## src/rtl/tfbs_pkg.sv

```systemverilog
package tfbs_pkg;

  localparam int unsigned DefaultMaxVertices = 1024;
  localparam int unsigned CfgIdxW = 4;
  localparam int unsigned NumW = 32;
  localparam int unsigned DenW = 37;
  localparam int unsigned DivSteps = 48;
  localparam int unsigned DivCntW = 6;
  localparam logic [31:0] QMax = 32'h7FFF_FFFF;
  localparam logic [31:0] QMin = 32'h8000_0000;

  localparam logic [1:0] AlignLeft   = 2'd0;
  localparam logic [1:0] AlignRight  = 2'd1;
  localparam logic [1:0] AlignCenter = 2'd2;
  localparam logic [1:0] AlignBad    = 2'd3;

  localparam logic [CfgIdxW-1:0] RegHorizPattern = 4'd0;
  localparam logic [CfgIdxW-1:0] RegVertPattern  = 4'd1;
  localparam logic [CfgIdxW-1:0] RegAlignment    = 4'd2;
  localparam logic [CfgIdxW-1:0] RegRatioX       = 4'd3;
  localparam logic [CfgIdxW-1:0] RegRatioY       = 4'd4;
  localparam logic [CfgIdxW-1:0] RegTexWidth     = 4'd5;
  localparam logic [CfgIdxW-1:0] RegTexHeight    = 4'd6;
  localparam logic [CfgIdxW-1:0] RegTexBound     = 4'd7;

  typedef struct packed {
    logic signed [31:0] vertex_x;
    logic signed [31:0] vertex_y;
    logic               is_last;
  } req_t;

  typedef struct packed {
    logic               error;
    logic signed [31:0] box_xmin;
    logic signed [31:0] box_ymin;
    logic signed [31:0] box_width;
    logic signed [31:0] box_height;
    logic signed [31:0] repeat_x;
    logic signed [31:0] repeat_y;
    logic signed [31:0] offset_x;
    logic signed [31:0] offset_y;
  } res_t;

  typedef struct packed {
    logic signed [31:0] horiz_pattern;
    logic signed [31:0] vert_pattern;
    logic [3:0]         alignment;
    logic [23:0]        ratio_x;
    logic [23:0]        ratio_y;
    logic [12:0]        texture_width;
    logic [12:0]        texture_height;
    logic               texture_bound;
  } cfg_t;

  typedef struct packed {
    logic               err;
    logic signed [31:0] xmin;
    logic signed [31:0] xmax;
    logic signed [31:0] ymin;
    logic signed [31:0] ymax;
  } job_t;

  typedef enum logic [1:0] {
    MODE_FIT,
    MODE_VERT,
    MODE_HORIZ,
    MODE_GIVEN
  } mode_e;

  typedef enum logic [3:0] {
    ST_IDLE,
    ST_BOX,
    ST_DEN0,
    ST_GO0,
    ST_WAIT0,
    ST_DEN1,
    ST_GO1,
    ST_WAIT1,
    ST_MUL0,
    ST_MUL1,
    ST_ALIGN,
    ST_OUT
  } state_e;

  // dx/dy from repeat count n (n >= 0)
  function automatic logic [31:0] align_off(input logic [1:0] code, input logic [31:0] n);
    logic [31:0] neg;
    logic signed [32:0] d;
    logic signed [32:0] h;
    neg = 32'd0 - n;
    d = 33'sh1_0000 - $signed({1'b0, n});
    h = d >>> 1;
    case (code)
      AlignRight:  align_off = {16'd0, neg[15:0]};
      AlignCenter: align_off = h[31:0];
      default:     align_off = 32'd0;
    endcase
  endfunction

  // (x * y) >> 16, saturated; x, y below 2^31
  function automatic logic [31:0] mulq(input logic [30:0] x, input logic [30:0] y);
    logic [61:0] p;
    p = x * y;
    mulq = (p[61:47] != '0) ? QMax : {1'b0, p[46:16]};
  endfunction

endpackage

```

## src/rtl/tfbs_front.sv

```systemverilog
module tfbs_front #(
  parameter int unsigned MaxVertices = tfbs_pkg::DefaultMaxVertices
) (
  input  logic           clk_i,
  input  logic           rst_ni,
  input  logic           accept_i,
  input  tfbs_pkg::req_t req_i,
  input  logic [3:0]     alignment_i,
  output logic           push_o,
  output tfbs_pkg::job_t job_o
);
  import tfbs_pkg::*;

  localparam int unsigned CntW = $clog2(MaxVertices + 1);
  localparam logic [CntW-1:0] CntMax = CntW'(MaxVertices);

  logic signed [31:0] xmin_q, xmax_q, ymin_q, ymax_q;
  logic signed [31:0] xmin_d, xmax_d, ymin_d, ymax_d;
  logic [CntW-1:0]    cnt_q, cnt_d;
  logic               bad;

  always_comb begin
    xmin_d = (req_i.vertex_x < xmin_q) ? req_i.vertex_x : xmin_q;
    xmax_d = (req_i.vertex_x > xmax_q) ? req_i.vertex_x : xmax_q;
    ymin_d = (req_i.vertex_y < ymin_q) ? req_i.vertex_y : ymin_q;
    ymax_d = (req_i.vertex_y > ymax_q) ? req_i.vertex_y : ymax_q;
    cnt_d  = (cnt_q < CntMax) ? cnt_q + 1'b1 : cnt_q;
    bad = (cnt_d <= CntW'(1)) || (cnt_d >= CntMax) ||
          (alignment_i[1:0] == AlignBad) || (alignment_i[3:2] == AlignBad);
  end

  assign push_o     = accept_i && req_i.is_last;
  assign job_o.err  = bad;
  assign job_o.xmin = xmin_d;
  assign job_o.xmax = xmax_d;
  assign job_o.ymin = ymin_d;
  assign job_o.ymax = ymax_d;

  always_ff @(posedge clk_i or negedge rst_ni) begin
    if (!rst_ni) begin
      xmin_q <= QMax;
      ymin_q <= QMax;
      xmax_q <= QMin;
      ymax_q <= QMin;
      cnt_q  <= '0;
    end else if (accept_i) begin
      if (req_i.is_last) begin
        xmin_q <= QMax;
        ymin_q <= QMax;
        xmax_q <= QMin;
        ymax_q <= QMin;
        cnt_q  <= '0;
      end else begin
        xmin_q <= xmin_d;
        xmax_q <= xmax_d;
        ymin_q <= ymin_d;
        ymax_q <= ymax_d;
        cnt_q  <= cnt_d;
      end
    end
  end

endmodule

```

## config.mk

```make
export PLATFORM = sky130hd
export DESIGN_NAME = tfbs_front
export DESIGN_NICKNAME = d
export VERILOG_FILES = /design/src/rtl/tfbs_pkg.sv /design/src/rtl/tfbs_front.sv
export SDC_FILE = /design/constraint.sdc
export NUM_CORES = 1
export LEC_CHECK = 0
export BUFFER_PORTS_ARGS = -buffer_cell sky130_fd_sc_hd__buf_2
export CORE_ASPECT_RATIO = 1.1
export CORE_UTILIZATION = 45
export DETAILED_ROUTE_END_ITERATION = 12
export HOLD_SLACK_MARGIN = 0.1
export PLACE_DENSITY = 0.78
export SYNTH_ARGS = -nofsm -noshare
export SYNTH_HDL_FRONTEND = slang
export SYNTH_SLANG_ARGS = --single-unit
```

## constraint.sdc

```tcl
create_clock -name clk_i -period 5 [get_ports clk_i]
set_input_delay 1 -clock clk_i [delete_from_list [all_inputs] [get_ports clk_i]]
set_output_delay 1 -clock clk_i [all_outputs]
set_load 0.005 [all_outputs]
```

==> impl_results.md <==
* Total area of multi-input combinational cells at 6100 um^2
* Relative contribution of the clock network to total power at around a fifth
* Total Routed Length at ~29 mm
* Setup repair after global routing missed its margin: no
* Share of Yosys cell area claimed by the top area cell type at between 10% and 20%
* Cell area after synthesis at 10,500 um^2
* DRC marker count from the first detailed-route iteration at 681
* Register-to-register setup slack at about 1.1 ns
* Leading post-synthesis cells by instance count: sky130_fd_sc_hd__nand2_1, sky130_fd_sc_hd__o21ai_0, sky130_fd_sc_hd__inv_1, sky130_fd_sc_hd__ha_1, sky130_fd_sc_hd__nor2_1
* Cell with the most instances after synthesis: sky130_fd_sc_hd__nand2_1
* Critical Path Source Type: input port
* Crit Path Category: input port to output pin
* Routed vias/inst at 5.68
* Share of power burned in registers at between 20% and 30%
* Vias in the first global route at a little over 9k
* Root buffer cell: sky130_fd_sc_hd__clkbuf_16
* Arrival time of the worst setup path at 3.78 ns
* # port buffers at 201
* Number of sinks on the clock net at about 140
* Diodes inserted at 0
* Final count of negative-setup-slack endpoints at 0
* Die Area at 24,000 um^2
* Capture instance of the worst register-to-register path: xmin_q[23]
* Count of pins over their slew limit at 0
* Clock network latency to the later pin of the worst-skew pair at 0.43 ns
* Worst setup startpoint: req_i[38]
* Number of CTS-inserted buffers at 17
* Synth warn at 0
* Count of filler cells inserted in the layout at 2,053
* Wire length per cell after detailed routing at roughly 17 um
* Weighted congestion at the end of routability-driven global placement at ~0.9
* Final worst path period share at between 90% and 100%
* Cell variety after synth at 70
* Synth top area cells: sky130_fd_sc_hd__dfrtp_1, sky130_fd_sc_hd__dfstp_2, sky130_fd_sc_hd__ha_1
* Run status: finished clean
* Seq/Total Area, Yosys at about 34%
* Placed cells at about 1.7k
* Total leakage power at just over 6 nW
* Share of final-layout standard cells stronger than drive strength 1 at approximately 24%
* Mapped Cells at between 1k and 1.5k
* Fmax at ~0.21 GHz
* Maximum net fanout on the critical path at 26
* # H-tree levels at 4
* Max-Slew Margin vs Limit at approximately a fifth
* Layout Nets at approximately 1.6k
* All-Layer GR Usage at between 20 and 25%
* Switching power summed over all nets at 2.89 mW
* Transition time at the pin with the least slew margin at between 1 and 1.5 ns
* Number of gates resized after cts at 0
* Internal power at between 3 and 4 mW
* Overflow after GRT at 0
* Final instance count without filler cells at 1,729
* Post-Synthesis Net Count at ~1.5k
* Count of maximum capacitance violations at 0
* Sequential Area at 3560 um^2
* Proportion of total power due to net switching at 42.2%
* Post-Syn Area per Cell at approximately 8.4 um^2
* Starting utilization of the core area at ~46%
* Part of the total power dissipated in combinational logic at between 50 and 60%
* Row Count at 58
* Via count at ~9.8k
* Global-route wire length before repair at roughly 47 mm
* Critical Path End Type: output pin
* Final critical delay including setup and external delays at about 4.8 ns
* Number of synthesized flops with an enable pin at 0
* TNS Setup at 0 ns
* CTS tree: done
* Clock edge transition at the registers on the reported setup and hold paths at ~0.060 ns
* FF-to-FF Start: xmin_q[5]
* Cells on worst reg2reg path at 12
* Worst min path class: flip-flop to flip-flop
* Remaining DRCs at 0
* Maximum buffer depth of the clock tree at 2
* Fin Clk Skew at ~0.017 ns
* First drt pass iteration count at 6
* Total setup buffers inserted after CTS at 0
* Number of synthesized register bits at 139
* Power Density at between 500 and 600 nW/um^2
* Area of the core at about 23,000 um^2
* Capturing element of the worst setup path: job_o[127]
* Most used flip-flop cell after synthesis: sky130_fd_sc_hd__dfrtp_1
* Horizontal extent of the die at between 100 and 150 um
* Number of hold violations in the final report at 0
* CTS Hold Bufs at 0
* Worst-case vdd ir drop at 0.000322 V
* Die extent in y at 162 um
* Leading area contributor after synthesis: sky130_fd_sc_hd__dfrtp_1
* Required time reported for the critical path endpoint at 4.00 ns
* Antenna-violating nets left at 0
* Share of async-settable or async-resettable flops after synthesis at 100%
* Boundary pin count at around 200
* Number of antenna violations at the first check in global routing at 1
* Hpwl dp at approximately 20 mm
* Largest net degree at the start of global routing at about 90
* Area growth syn-to-layout at 18.0%
## metal layers
layer  track usage [%]  vias up  wire, um
met1              31.3     4637     12700
met4              7.54        2       558
met2              41.4      292     13800
li1                  -     4850         -
met5                 0        -        11
met3              4.19       46      1590
## how the worst min path moves through the flow
stage | slack (ns) | end | cells after the start | from
after floorplan | 0.47 | ymin_q[31] | 2 | ymin_q[31]
after global placement | 0.47 | ymax_q[3] | 1 | ymax_q[3]
after detailed placement | 0.48 | ymax_q[3] | 1 | ymax_q[3]
after CTS | 0.49 | ymax_q[3] | 1 | ymax_q[3]
after global routing | 0.50 | ymax_q[3] | 1 | ymax_q[3]
final | 0.49 | ymax_q[3] | 1 | ymax_q[3]
## metrics by stage
stage / area, um^2 / hold WS, ns / util [%] / setup slack (ns) / total power, mW
after global routing: 12400 / 0.498 / 54.2 / 0.0728 / 7.41
after floorplan: 10500 / 0.466 / - / 0.789 / 4.12
after CTS: 12400 / 0.494 / 54.2 / 0.234 / 6.86
after global placement: 11800 / 0.473 / 51.7 / 0.299 / 5.41
final: 12400 / 0.490 / 54.2 / 0.223 / 6.85
after detailed placement: 11800 / 0.481 / 51.7 / 0.271 / 5.54
## layout make-up
type / count / area share (%)
clock inverters: 10 / 0.949
clock buffers: 22 / 3.82
flip-flops and latches: 139 / 28.7
multi-input cells: 898 / 49.2
well taps: 300 / 3.03
inverters: 136 / 4.12
repair buffers: 224 / 10.2
## flip-flops by register name, indices dropped and copies added, names as in the netlist
| register | cells |
|---|---|
| xmax_q | 32 |
| xmin_q | 32 |
| ymax_q | 32 |
| ymin_q | 32 |
| cnt_q | 11 |
## cell families after synthesis
family / Yosys count / share of synthesized area (%)
fa+ha+maj: 127 / 15.1
xor+xnor: 1 / 0.0834
mux: 6 / 0.607
simple gates: 357 / 15.4
compound gates: 407 / 26.6
flops: 139 / 33.9
buf+inv: 219 / 8.36
## worst max-delay path, stage by stage
cell                      delay, ns
sky130_fd_sc_hd__buf_2         0.14
sky130_fd_sc_hd__ha_1          0.31
sky130_fd_sc_hd__a21o_1        0.18
sky130_fd_sc_hd__a221o_1       0.33
sky130_fd_sc_hd__a31oi_1       0.20
sky130_fd_sc_hd__o21ai_0       0.24
sky130_fd_sc_hd__a41oi_1       0.36
sky130_fd_sc_hd__mux2i_4       0.36
sky130_fd_sc_hd__buf_4         0.30
sky130_fd_sc_hd__nand2_1       0.08
sky130_fd_sc_hd__o21ai_0       0.08
sky130_fd_sc_hd__buf_2         0.17
## power by group through the flow
stage	combinational [mW]	clock (mW)	sequential, mW
2_1_floorplan	2.32	0	1.79
3_3_place_gp	3.57	0	1.84
3_5_place_dp	3.68	0	1.86
4_1_cts	3.71	1.31	1.84
5_1_grt	4.16	1.35	1.90
6_report	3.71	1.29	1.85
## placed cells by master (no fill, tap or decap), types with 10 or more instances in the layout
| cell | Yosys | routed |
|---|---|---|
| sky130_fd_sc_hd__a21o_1 | 21 | 21 |
| sky130_fd_sc_hd__buf_2 | 11 | 199 |
| sky130_fd_sc_hd__o21ai_0 | 136 | 136 |
| sky130_fd_sc_hd__inv_1 | 135 | 135 |
| sky130_fd_sc_hd__clkbuf_16 | 0 | 17 |
| sky130_fd_sc_hd__o22ai_1 | 15 | 15 |
| sky130_fd_sc_hd__dfstp_2 | 64 | 64 |
| sky130_fd_sc_hd__nand3_1 | 12 | 12 |
| sky130_fd_sc_hd__dfrtp_1 | 75 | 75 |
| sky130_fd_sc_hd__ha_1 | 127 | 127 |
| sky130_fd_sc_hd__nor2_1 | 79 | 78 |
| sky130_fd_sc_hd__nand4_1 | 20 | 20 |
| sky130_fd_sc_hd__buf_4 | 5 | 18 |
| sky130_fd_sc_hd__a311oi_1 | 32 | 32 |
| sky130_fd_sc_hd__a32o_1 | 15 | 15 |
| sky130_fd_sc_hd__a21oi_1 | 53 | 53 |
| sky130_fd_sc_hd__a22o_1 | 27 | 27 |
| sky130_fd_sc_hd__o2bb2ai_1 | 10 | 10 |
| sky130_fd_sc_hd__o22a_1 | 31 | 31 |
| sky130_fd_sc_hd__nor3_1 | 46 | 46 |
| sky130_fd_sc_hd__nand2_1 | 165 | 165 |
(Power assumes the default switching activity.)
