--- src/rtl/tfbs_pkg.sv ---
package tfbs_pkg;

  localparam int unsigned DefaultMaxVertices = 1024;
  localparam int unsigned CfgIdxW = 4;
  localparam int unsigned NumW = 32;
  localparam int unsigned DenW = 37;
  localparam int unsigned DivSteps = 48;
  localparam int unsigned DivCntW = 6;
  localparam logic [31:0] QMax = 32'h7FFF_FFFF;
  localparam logic [31:0] QMin = 32'h8000_0000;

  localparam logic [1:0] AlignLeft   = 2'd0;
  localparam logic [1:0] AlignRight  = 2'd1;
  localparam logic [1:0] AlignCenter = 2'd2;
  localparam logic [1:0] AlignBad    = 2'd3;

  localparam logic [CfgIdxW-1:0] RegHorizPattern = 4'd0;
  localparam logic [CfgIdxW-1:0] RegVertPattern  = 4'd1;
  localparam logic [CfgIdxW-1:0] RegAlignment    = 4'd2;
  localparam logic [CfgIdxW-1:0] RegRatioX       = 4'd3;
  localparam logic [CfgIdxW-1:0] RegRatioY       = 4'd4;
  localparam logic [CfgIdxW-1:0] RegTexWidth     = 4'd5;
  localparam logic [CfgIdxW-1:0] RegTexHeight    = 4'd6;
  localparam logic [CfgIdxW-1:0] RegTexBound     = 4'd7;

  typedef struct packed {
    logic signed [31:0] vertex_x;
    logic signed [31:0] vertex_y;
    logic               is_last;
  } req_t;

  typedef struct packed {
    logic               error;
    logic signed [31:0] box_xmin;
    logic signed [31:0] box_ymin;
    logic signed [31:0] box_width;
    logic signed [31:0] box_height;
    logic signed [31:0] repeat_x;
    logic signed [31:0] repeat_y;
    logic signed [31:0] offset_x;
    logic signed [31:0] offset_y;
  } res_t;

  typedef struct packed {
    logic signed [31:0] horiz_pattern;
    logic signed [31:0] vert_pattern;
    logic [3:0]         alignment;
    logic [23:0]        ratio_x;
    logic [23:0]        ratio_y;
    logic [12:0]        texture_width;
    logic [12:0]        texture_height;
    logic               texture_bound;
  } cfg_t;

  typedef struct packed {
    logic               err;
    logic signed [31:0] xmin;
    logic signed [31:0] xmax;
    logic signed [31:0] ymin;
    logic signed [31:0] ymax;
  } job_t;

  typedef enum logic [1:0] {
    MODE_FIT,
    MODE_VERT,
    MODE_HORIZ,
    MODE_GIVEN
  } mode_e;

  typedef enum logic [3:0] {
    ST_IDLE,
    ST_BOX,
    ST_DEN0,
    ST_GO0,
    ST_WAIT0,
    ST_DEN1,
    ST_GO1,
    ST_WAIT1,
    ST_MUL0,
    ST_MUL1,
    ST_ALIGN,
    ST_OUT
  } state_e;

  // dx/dy from repeat count n (n >= 0)
  function automatic logic [31:0] align_off(input logic [1:0] code, input logic [31:0] n);
    logic [31:0] neg;
    logic signed [32:0] d;
    logic signed [32:0] h;
    neg = 32'd0 - n;
    d = 33'sh1_0000 - $signed({1'b0, n});
    h = d >>> 1;
    case (code)
      AlignRight:  align_off = {16'd0, neg[15:0]};
      AlignCenter: align_off = h[31:0];
      default:     align_off = 32'd0;
    endcase
  endfunction

  // (x * y) >> 16, saturated; x, y below 2^31
  function automatic logic [31:0] mulq(input logic [30:0] x, input logic [30:0] y);
    logic [61:0] p;
    p = x * y;
    mulq = (p[61:47] != '0) ? QMax : {1'b0, p[46:16]};
  endfunction

endpackage

--- src/rtl/tfbs_queue.sv ---
module tfbs_queue (
  input  logic           clk_i,
  input  logic           rst_ni,
  input  logic           push_i,
  input  tfbs_pkg::job_t job_i,
  input  logic           pop_i,
  output logic           full_o,
  output logic           empty_o,
  output tfbs_pkg::job_t head_o
);
  import tfbs_pkg::*;

  job_t       mem_q [2];
  logic       wr_q, rd_q;
  logic [1:0] cnt_q;

  assign full_o  = cnt_q == 2'd2;
  assign empty_o = cnt_q == 2'd0;
  assign head_o  = mem_q[rd_q];

  always_ff @(posedge clk_i) begin
    if (push_i) begin
      mem_q[wr_q] <= job_i;
    end
  end

  always_ff @(posedge clk_i or negedge rst_ni) begin
    if (!rst_ni) begin
      wr_q  <= 1'b0;
      rd_q  <= 1'b0;
      cnt_q <= '0;
    end else begin
      if (push_i) wr_q <= ~wr_q;
      if (pop_i) rd_q <= ~rd_q;
      cnt_q <= cnt_q + {1'b0, push_i} - {1'b0, pop_i};
    end
  end

endmodule

--- config.mk ---
export PLATFORM = sky130hd
export DESIGN_NAME = tfbs_queue
export DESIGN_NICKNAME = d
export VERILOG_FILES = /design/src/rtl/tfbs_pkg.sv /design/src/rtl/tfbs_queue.sv
export SDC_FILE = /design/constraint.sdc
export NUM_CORES = 1
export LEC_CHECK = 0
export ABC_AREA = 1
export ABC_CLOCK_PERIOD_IN_PS = 14800
export BUFFER_PORTS_ARGS = -buffer_cell sky130_fd_sc_hd__buf_2
export CAP_MARGIN = 20
export CELL_PAD_IN_SITES_DETAIL_PLACEMENT = 0
export CELL_PAD_IN_SITES_GLOBAL_PLACEMENT = 2
export CORE_ASPECT_RATIO = 1.1
export CORE_UTILIZATION = 38
export DETAILED_ROUTE_END_ITERATION = 10
export MAX_ROUTING_LAYER = met4
export PLACE_DENSITY = 0.94
export SKIP_LAST_GASP = 1
export SYNTH_ARGS = -nofsm -noshare
export SYNTH_HDL_FRONTEND = slang
export SYNTH_SLANG_ARGS = --single-unit
--- constraint.sdc ---
create_clock -name clk_i -period 14.8 [get_ports clk_i]
set_input_delay 2.22 -clock clk_i [delete_from_list [all_inputs] [get_ports clk_i]]
set_output_delay 2.22 -clock clk_i [all_outputs]
set_load 0.1 [all_outputs]
==> reports/qor.csv, run 1 <==
stage,metric,value,unit
global_route,grt_pass1_wl,29200,microns
clock_network,numCtsBuffers,27,
synth,synth_top_area_share,75.8,%
sta,fmax,192,MHz
sta,finalMaxSlewViolations,0,
place,portBuffers,263,
global_route,grt_max_degree,103,
clock_network,path_clk_slew,0.06,ns
synth,synth_cell_types,18,
cells_and_area,finalInstanceArea,12600,sq um
critical_path,critical_path_class,reg2out,
synth,synth_warnings,0,
cells_and_area,area_delta_synth_final,23.7,%
global_route,antenna_found_initial,4,
detailed_routing,firstDrtPassIters,4,
detailed_routing,num_vias,5972,
critical_path,crit_buf_inv,3,
sta,worst_pin_slew,1.07,ns
clock_network,clock_path_buffers,3,
synth,syn_area_per_cell,14.6,sq um
critical_path,crit_fanout,93,
clock_network,tritoncts,built,
flow_run,maxCapViolCount,0,
sta,hold_violations,0,
detailed_routing,drtIter0Drc,311,
cells_and_area,post-route-util,48.1,%
place,dp_cells,1290,
global_route,grt_pass1_vias,5719,
synth,syn_area,10200,sq um
clock_network,cts_max_level,1,
cells_and_area,drive_gt1_share,41.6,%
sta,setup_tns,0,ns
sta,rsz0062_at_grt,no,
critical_path,cp-end-kind,output pin,
cells_and_area,finalNetCount,1103,
floorplan,die_y,174,microns
synth,syn_nets,834,
clock_network,post_cts_buffers,0,
critical_path,cp_cell_sequence,"buf_16, buf_4, nand2_1, o21ai_2, buf_2",
place,gp_congestion,0.711,
global_route,globalRouteOverflowTotal,0,
cells_and_area,fillers,2353,
hold_path,min_path_type,reg2reg,
clock_network,clock-sinks,262,
detailed_routing,vias_per_cell,4.44,
global_route,grt_use_total,14.2,%
place,detailed_place.area,11700,sq um
clock_network,clkLatencyLatePin,0.52,ns
outcome,status,completed,
detailed_routing,wl_per_cell,14.4,microns
sta,slew_headroom,28.6,%
detailed_routing,drt-total-wl,19400,microns
synth,netlist_top_cells_area,"edfxtp_1 76%, o21ai_2 7.7%, inv_1 5.0%",
place,dpl.hpwl,12900,microns
critical_path,start_kind,flip-flop,
cells_and_area,final_cells,1344,
clock_network,cts_hold_buffers,0,
floorplan,dieArea,27500,sq um
critical_path,critical-path-top-delay-family,buffers and inverters,
clock_network,cts_root_buf,clkbuf_16,
detailed_routing,drt.antenna.violating_nets,0,
sta,setup_viol,0,
floorplan,fp.dieW,158,microns
critical_path,worst_ep_arrival_time,3.00,ns
cells_and_area,multi_input_area,1580,sq um
synth,postSynthRegisterBits,262,
critical_path,cp_slowest_stage_delay,0.84,ns
critical_path,critPathSlowestCell,buf_4,
floorplan,rows,62,
sta,finalCriticalPeriod,5.22,ns
synth,yosys.area.top_type,edfxtp_1,
synth,postSynthCellCount,699,
clock_network,cts_resized,0,
detailed_routing,post-route-drc-count,0,
sta,fin_crit_sh,35.3,%
cells_and_area,register_area,7850,sq um
synth,seq_area_frac_synth,76.8,%
floorplan,fp.coreArea,26300,sq um
floorplan,io_pins,264,
critical_path,required,12.58,ns
floorplan,initial_core_util,38.8,%
sta,finalClockSkew,0.00544,ns
-- cell type report --
type / instances / area share (%)
antenna: 5 / 0.0990
multi-input combinational: 272 / 12.5
sequential: 262 / 62.1
timing repair buffer: 269 / 10.9
clock inverter: 18 / 1.33
clock buffer: 30 / 5.44
tap: 352 / 3.49
inverter: 136 / 4.08
-- worst register-to-register path: cells and delay by family (launching register included) --
| kind | cells | cell delay (ns) |
|---|---|---|
| flops | 1 | 0.42 |
| buf+inv | 2 | 1.31 |
| simple gates | 1 | 0.14 |
-- layout by cell type, fill, tap and decap left out, drive strengths merged --
cell type | Yosys | routed
dfrtp | 4 | 4
inv | 136 | 136
nor2 | 3 | 3
bufinv | 0 | 3
nand2 | 135 | 135
diode | 0 | 5
clkbuf | 3 | 30
o21ai | 129 | 129
edfxtp | 258 | 258
ha | 2 | 2
buf | 26 | 269
clkinvlp | 0 | 4
clkinv | 0 | 11
xor2 | 2 | 2
nand3 | 1 | 1
-- worst paths after layout --
path                         from            end  depth (start not counted)  slack [ns]
max reg2reg                  wr_q  mem_q[1][101]                          3       12.48
max                          rd_q     head_o[47]                          5        9.58
min in group asynchronous  rst_ni           wr_q                          1        1.50
min reg2reg                  wr_q           wr_q                          1        0.55
max in group asynchronous  rst_ni           rd_q                          1       13.16
min                          wr_q           wr_q                          1        0.55
-- sequential cells by signal, indices dropped and copies added (netlist names) --
| name | flops |
|---|---|
| mem_q | 258 |
| cnt_q | 2 |
| rd_q | 1 |
| wr_q | 1 |
-- stage by stage --
step	setup WS [ns]	hold slack (ns)
2_1_floorplan	6.52	0.463
5_1_grt	9.31	0.581
3_3_place_gp	9.74	0.530
3_5_place_dp	9.71	0.540
6_report	9.58	0.546
4_1_cts	9.13	0.548
-- cell usage after synthesis, drive strengths merged --
library cell / number
buf: 26
clkbuf: 3
dfrtp: 4
edfxtp: 258
ha: 2
inv: 136
nand2: 135
nand3: 1
nor2: 3
o21ai: 129
xor2: 2
-- metal layers --
metal	share of wire, %	GRT usage [%]	routed length [microns]
met5	0	-	0
met4	2.4	5.37	467
met3	7.3	3.64	1410
met2	51	23.8	9860
met1	40	16.1	7670
-- cells by family after synthesis --
family | share of synthesized area [%]
AO/OA/AOI/OAI | 9.63
XOR/XNOR | 0.171
adder cells (fa/ha/maj) | 0.245
buffers and inverters | 7.78
flip-flops | 76.8
AND/OR/NAND/NOR | 5.36
Power of run 1 is left out: the tool's default activity adds up to more than one toggle a clock period on the data nets, which glitch-free logic cannot reach.
==> run 2, diff against run 1 <==
--- a/config.mk
+++ b/config.mk
@@ -6,16 +6,16 @@
 export NUM_CORES = 1
 export LEC_CHECK = 0
 export ABC_AREA = 1
-export ABC_CLOCK_PERIOD_IN_PS = 14800
+export ABC_CLOCK_PERIOD_IN_PS = 4370
 export BUFFER_PORTS_ARGS = -buffer_cell sky130_fd_sc_hd__buf_2
 export CAP_MARGIN = 20
 export CELL_PAD_IN_SITES_DETAIL_PLACEMENT = 0
 export CELL_PAD_IN_SITES_GLOBAL_PLACEMENT = 2
 export CORE_ASPECT_RATIO = 1.1
-export CORE_UTILIZATION = 38
+export CORE_UTILIZATION = 32
 export DETAILED_ROUTE_END_ITERATION = 10
 export MAX_ROUTING_LAYER = met4
-export PLACE_DENSITY = 0.94
+export PLACE_DENSITY = 0.85
 export SKIP_LAST_GASP = 1
 export SYNTH_ARGS = -nofsm -noshare
 export SYNTH_HDL_FRONTEND = slang
==> constraint.sdc (replaced) <==
create_clock -name clk_i -period 4.37 [get_ports clk_i]
set_input_delay 0.6555 -clock clk_i [delete_from_list [all_inputs] [get_ports clk_i]]
set_output_delay 0.6555 -clock clk_i [all_outputs]
set_load 0.1 [all_outputs]
==> run 2 against run 1 <==
  * Final area up 0.67%
  * Critical path depth down 1
  * Sequential share of layout area down 0.42 points
  * Clock-buffer cell count up 16
  * Global-route usage down 1.6 points
  * Critical path type unchanged
==> reports/qor.csv, run 2 (synthesis gave the netlist of run 1 again) <==
stage,metric,value,unit,change
outcome,status,completed,,unchanged
floorplan,fp.dieW,172,microns,was 158 microns
sta,fin_crit_sh,71.0,%,
sta,worst_pin_slew,0.681,ns,was 1.07 ns
clock_network,numCtsBuffers,28,,was 27
cells_and_area,largestRegisters,"mem_q: 258 flops, cnt_q: 2 flops",,unchanged
clock_network,clock_path_buffers,3,,unchanged
hold_path,min_from,job_i[110],,was wr_q
critical_path,r2r_start,wr_q,,unchanged
cells_and_area,final_cell_mix,"263 x buf_2, 258 x edfxtp_1, 135 x inv_1",,unchanged
cells_and_area,drive_gt1_share,40.8,%,was 41.6%
sta,hold_violations,0,,unchanged
place,dpl.hpwl,13500,microns,"was 12,900 microns"
place,dp_cells,1360,,"was 1,290"
detailed_routing,drt-total-wl,20300,microns,"was 19,400 microns"
sta,slew_headroom,54.6,%,was 28.6%
detailed_routing,num_vias,5889,,"was 5,972"
floorplan,io_pins,264,,unchanged
critical_path,worst_ep_arrival_time,2.45,ns,was 3.00 ns
cells_and_area,register_area,7850,sq um,unchanged
floorplan,die_y,189,microns,was 174 microns
flow_run,maxCapViolCount,0,,unchanged
sta,setup_tns,0,ns,unchanged
cells_and_area,multi_input_area,1580,sq um,unchanged
detailed_routing,vias_per_cell,4.16,,was 4.44
cells_and_area,layout_commonest_cell,buf_2,,unchanged
floorplan,fp.coreArea,31400,sq um,"was 26,300 sq um"
floorplan,initial_core_util,32.5,%,was 38.8%
hold_path,min_path_type,in2reg,,was reg2reg
place,detailed_place.area,11900,sq um,"was 11,700 sq um"
critical_path,crit_fanout,83,,was 93
critical_path,cp-end-kind,output pin,,unchanged
cells_and_area,finalNetCount,1106,,"was 1,103"
sta,finalMaxSlewViolations,0,,unchanged
critical_path,start_kind,flip-flop,,unchanged
cells_and_area,fillers,2991,,"was 2,353"
clock_network,cts_root_buf,clkbuf_16,,unchanged
critical_path,critical_path_class,reg2out,,unchanged
global_route,grt_use_total,12.6,%,was 14.2%
global_route,grt_pass1_wl,30300,microns,"was 29,200 microns"
global_route,antenna_found_initial,3,,was 4
cells_and_area,regMostFlops,mem_q,,unchanged
global_route,globalRouteOverflowTotal,0,,unchanged
sta,finalCriticalPeriod,3.10,ns,
detailed_routing,firstDrtPassIters,4,,unchanged
cells_and_area,largest_reg_flops,258,,unchanged
floorplan,dieArea,32600,sq um,"was 27,500 sq um"
clock_network,cts_max_level,1,,unchanged
sta,finalClockSkew,0.00888,ns,was 0.00544 ns
clock_network,clock-sinks,262,,unchanged
clock_network,tritoncts,built,,unchanged
cells_and_area,finalInstanceArea,12700,sq um,"was 12,600 sq um"
cells_and_area,area_delta_synth_final,24.5,%,was 23.7%
detailed_routing,drtIter0Drc,307,,was 311
clock_network,clkLatencyLatePin,0.54,ns,was 0.52 ns
detailed_routing,wl_per_cell,14.4,microns,about the same
place,gp_congestion,0.740,,was 0.711
floorplan,rows,68,,was 62
critical_path,cp-startpoint,rd_q,,unchanged
cells_and_area,final_cells,1415,,"was 1,344"
sta,rsz0062_at_grt,no,,unchanged
global_route,grt_max_degree,84,,was 103
sta,fmax,322,MHz,
critical_path,required,3.71,ns,was 12.58 ns
clock_network,path_clk_slew,0.06,ns,about the same
global_route,grt_pass1_vias,5745,,"was 5,719"
detailed_routing,post-route-drc-count,0,,unchanged
place,portBuffers,263,,unchanged
sta,setup_viol,0,,unchanged
detailed_routing,drt.antenna.violating_nets,0,,unchanged
[run 2: final cells by class]
cell class / instances / area share [%]
flip-flops and latches: 262 / 61.7
well taps: 420 / 4.13
clock buffers: 46 / 6.21
inverters: 136 / 4.05
clock inverters: 5 / 0.177
repair buffers: 271 / 11.2
diodes: 3 / 0.0590
multi-input cells: 272 / 12.4
[run 2: stage by stage]
| stage | utilization, % | hold slack, ns | setup slack [ns] |
|---|---|---|---|
| after detailed placement | 37.9 | 0.471 | 1.81 |
| after floorplan | - | 0.360 | 0.683 |
| after global placement | 37.9 | 0.469 | 1.83 |
| after CTS | 40.5 | 0.267 | 1.21 |
| after global routing | 40.5 | 0.270 | 1.10 |
| final | 40.5 | 0.304 | 1.27 |
[run 2: what timing repair did]
item | CTS | global route
setup buffers | 0 | 0
endpoints found under the hold margin | 4 | 0
resized for setup | 0 | 0
hold buffers | 1 | 0
[run 2: worst max-delay path: stages (launching register included)]
cell     delay, ns
dfrtp_4       0.74
buf_12        0.41
nand2_1       0.12
o21ai_2       0.08
buf_2         0.44
[run 2: final timing paths]
path	endpoint	slack (ns)	cells after the start
max in group asynchronous	rd_q	3.78	2
min in group asynchronous	cnt_q[1]	0.46	2
max	head_o[64]	1.27	4
min	mem_q[0][110]	0.30	1
max reg2reg	mem_q[1][60]	2.42	3
min reg2reg	wr_q	0.56	1
[run 2: routing by layer]
layer,track usage [%],wire (microns),up-vias
met1,12.9,7500,2753
met5,-,0,-
met2,22.6,10800,159
li1,-,-,2938
met4,4.42,523,0
met3,3.55,1540,39
Power of run 2 is left out for the same reason.
==> run 3, diff against run 2 <==
--- a/config.mk
+++ b/config.mk
@@ -6,7 +6,7 @@
 export NUM_CORES = 1
 export LEC_CHECK = 0
 export ABC_AREA = 1
-export ABC_CLOCK_PERIOD_IN_PS = 4370
+export ABC_CLOCK_PERIOD_IN_PS = 2700
 export BUFFER_PORTS_ARGS = -buffer_cell sky130_fd_sc_hd__buf_2
 export CAP_MARGIN = 20
 export CELL_PAD_IN_SITES_DETAIL_PLACEMENT = 0
==> constraint.sdc (replaced) <==
create_clock -name clk_i -period 2.7 [get_ports clk_i]
set_input_delay 0.405 -clock clk_i [delete_from_list [all_inputs] [get_ports clk_i]]
set_output_delay 0.405 -clock clk_i [all_outputs]
set_load 0.1 [all_outputs]
==> run 3 against run 2 <==
  * First-iteration DRC count decreased by 10%
  * Via count grew 1.7%
  * Clock-buffer cell count is 14 lower
  * Critical path depth rose by 1
  * Final cell count is 0.78% higher
  * Die area unchanged
  * Sequential cell count unchanged
  * Final area rose by 1.8%
  * Register-to-register slack got worse by 1.2 ns
==> reports/qor.csv, run 3 (synthesis gave the netlist of run 1 again) <==
stage,metric,value,unit,change
outcome,status,completed,,unchanged
sta,rsz0062_at_grt,yes,,was no
hold_path,min_path_type,in2reg,,unchanged
floorplan,rows,68,,unchanged
cells_and_area,drive_gt1_share,42.5,%,was 40.8%
detailed_routing,num_vias,5992,,"was 5,889"
clock_network,tritoncts,built,,unchanged
critical_path,crit_buf_inv,3,,was 2
global_route,grt_use_total,12.9,%,was 12.6%
place,portBuffers,263,,unchanged
floorplan,io_pins,264,,unchanged
detailed_routing,drtIter0Drc,276,,was 307
clock_network,clock_path_buffers,3,,unchanged
clock_network,path_clk_slew,0.06,ns,about the same
critical_path,cp-end-kind,output pin,,unchanged
global_route,globalRouteOverflowTotal,0,,unchanged
floorplan,die_y,189,microns,unchanged
floorplan,fp.coreArea,31400,sq um,unchanged
global_route,grt_pass1_wl,31000,microns,"was 30,300 microns"
cells_and_area,finalNetCount,1119,,"was 1,106"
sta,hold_violations,0,,unchanged
clock_network,cts_resized,0,,unchanged
sta,worst_pin_slew,0.546,ns,was 0.681 ns
cells_and_area,largest_reg_flops,258,,unchanged
clock_network,clkLatencyLatePin,0.53,ns,was 0.54 ns
critical_path,required,2.30,ns,was 3.71 ns
sta,fin_crit_sh,97.1,%,
sta,finalCriticalPeriod,2.62,ns,
critical_path,worst_ep_arrival_time,2.22,ns,was 2.45 ns
detailed_routing,drt-total-wl,21000,microns,"was 20,300 microns"
clock_network,cts_max_level,1,,unchanged
clock_network,cts_root_buf,clkbuf_16,,unchanged
sta,slew_headroom,63.6,%,was 54.6%
sta,setup_viol,0,,unchanged
detailed_routing,drt.antenna.violating_nets,0,,unchanged
sta,setup_ws,0.0780,ns,was 1.27 ns
critical_path,start_kind,flip-flop,,unchanged
critical_path,critPathSlowestCell,dfrtp_4,,unchanged
critical_path,critical-path-top-delay-family,buffers and inverters,,unchanged
cells_and_area,final_cell_mix,"263 x buf_2, 258 x edfxtp_1, 134 x inv_1",,"was 263 x buf_2, 258 x edfxtp_1, 135 x inv_1"
cells_and_area,regMostFlops,mem_q,,unchanged
place,dpl.hpwl,13800,microns,"was 13,500 microns"
sta,finalMaxSlewViolations,0,,unchanged
detailed_routing,wl_per_cell,14.7,microns,was 14.4 microns
detailed_routing,post-route-drc-count,0,,unchanged
global_route,grt_max_degree,74,,was 84
place,gp_congestion,0.757,,was 0.740
detailed_routing,vias_per_cell,4.20,,was 4.16
sta,fmax,381,MHz,
critical_path,cp_slowest_stage_delay,0.65,ns,was 0.74 ns
global_route,grt_pass1_vias,5781,,"was 5,745"
critical_path,cp_cell_sequence,"buf_6, buf_4, nand2_1, o21ai_1, buf_2",,"was buf_12, nand2_1, o21ai_2, buf_2"
global_route,antenna_found_initial,4,,was 3
clock_network,clock-sinks,262,,unchanged
critical_path,critical_path_class,reg2out,,unchanged
sta,finalClockSkew,0.00371,ns,was 0.00888 ns
flow_run,maxCapViolCount,0,,unchanged
critical_path,crit_fanout,12,,was 83
floorplan,fp.dieW,172,microns,unchanged
clock_network,numCtsBuffers,28,,unchanged
floorplan,dieArea,32600,sq um,unchanged
floorplan,initial_core_util,32.5,%,unchanged
cells_and_area,layout_commonest_cell,buf_2,,unchanged
cells_and_area,area_delta_synth_final,26.7,%,was 24.5%
detailed_routing,firstDrtPassIters,6,,was 4
place,pre_cts_ws,0.532,ns,was 1.81 ns
cells_and_area,largestRegisters,"mem_q: 258 flops, cnt_q: 2 flops",,unchanged
==> run 3: through the flow <==
step | hold slack (ns) | cells | utilization, % | TNS [ns] | cell area, sq um
5_1_grt | 0.0292 | 1426 | 41.2 | -0.0530 | 12900
6_report | 0.0584 | 1426 | 41.2 | 0 | 12900
3_3_place_gp | 0.218 | 1371 | 38.3 | 0 | 12000
4_1_cts | 0.0208 | 1421 | 41.2 | 0 | 12900
2_1_floorplan | 0.109 | 699 | - | -33.35 | 10200
3_5_place_dp | 0.220 | 1371 | 38.3 | 0 | 12000
==> run 3: layer usage <==
layer  share of wire (%)  vias up  global-route usage (%)
met5                   0        -                       -
met4                 2.5        0                    4.29
met3                 7.4       37                    3.62
met2                  51      167                    22.3
met1                  39     2829                    14.2
li1                    -     2959                       -
==> run 3: final timing paths <==
path / startpoint / to / slack, ns / depth (start not counted)
worst min-delay path: job_i[91] / mem_q[0][91] / 0.06 / 1
worst max register to register: wr_q / mem_q[0][72] / 1.24 / 2
worst max-delay path: rd_q / head_o[2] / 0.08 / 5
max in group asynchronous: rst_ni / rd_q / 2.34 / 2
worst min register to register: wr_q / wr_q / 0.56 / 1
min in group asynchronous: rst_ni / wr_q / 0.22 / 2
==> run 3: area by class of cell <==
type,instances,area [sq um]
Timing Repair Buffer,284,1590
Multi-Input combinational cell,272,1580
Tap cell,420,526
Inverter,136,527
Antenna cell,4,10.0
Clock buffer,32,737
Sequential cell,262,7850
Clock inverter,16,126
Fill cell,2925,18400
==> run 3: worst reg2reg max path, stage by stage (launching register included) <==
cell and delay [ns]:
dfrtp_1 0.43, nor2_4 0.16, buf_4 0.49
==> run 3: repair_timing <==
item | CTS | global route
endpoints found under the setup margin | 40 | 3
buffers inserted | 1 | 1
hold buffers | 1 | 0
endpoints found under the hold margin | 4 | 0
Power of run 3 is left out for the same reason.
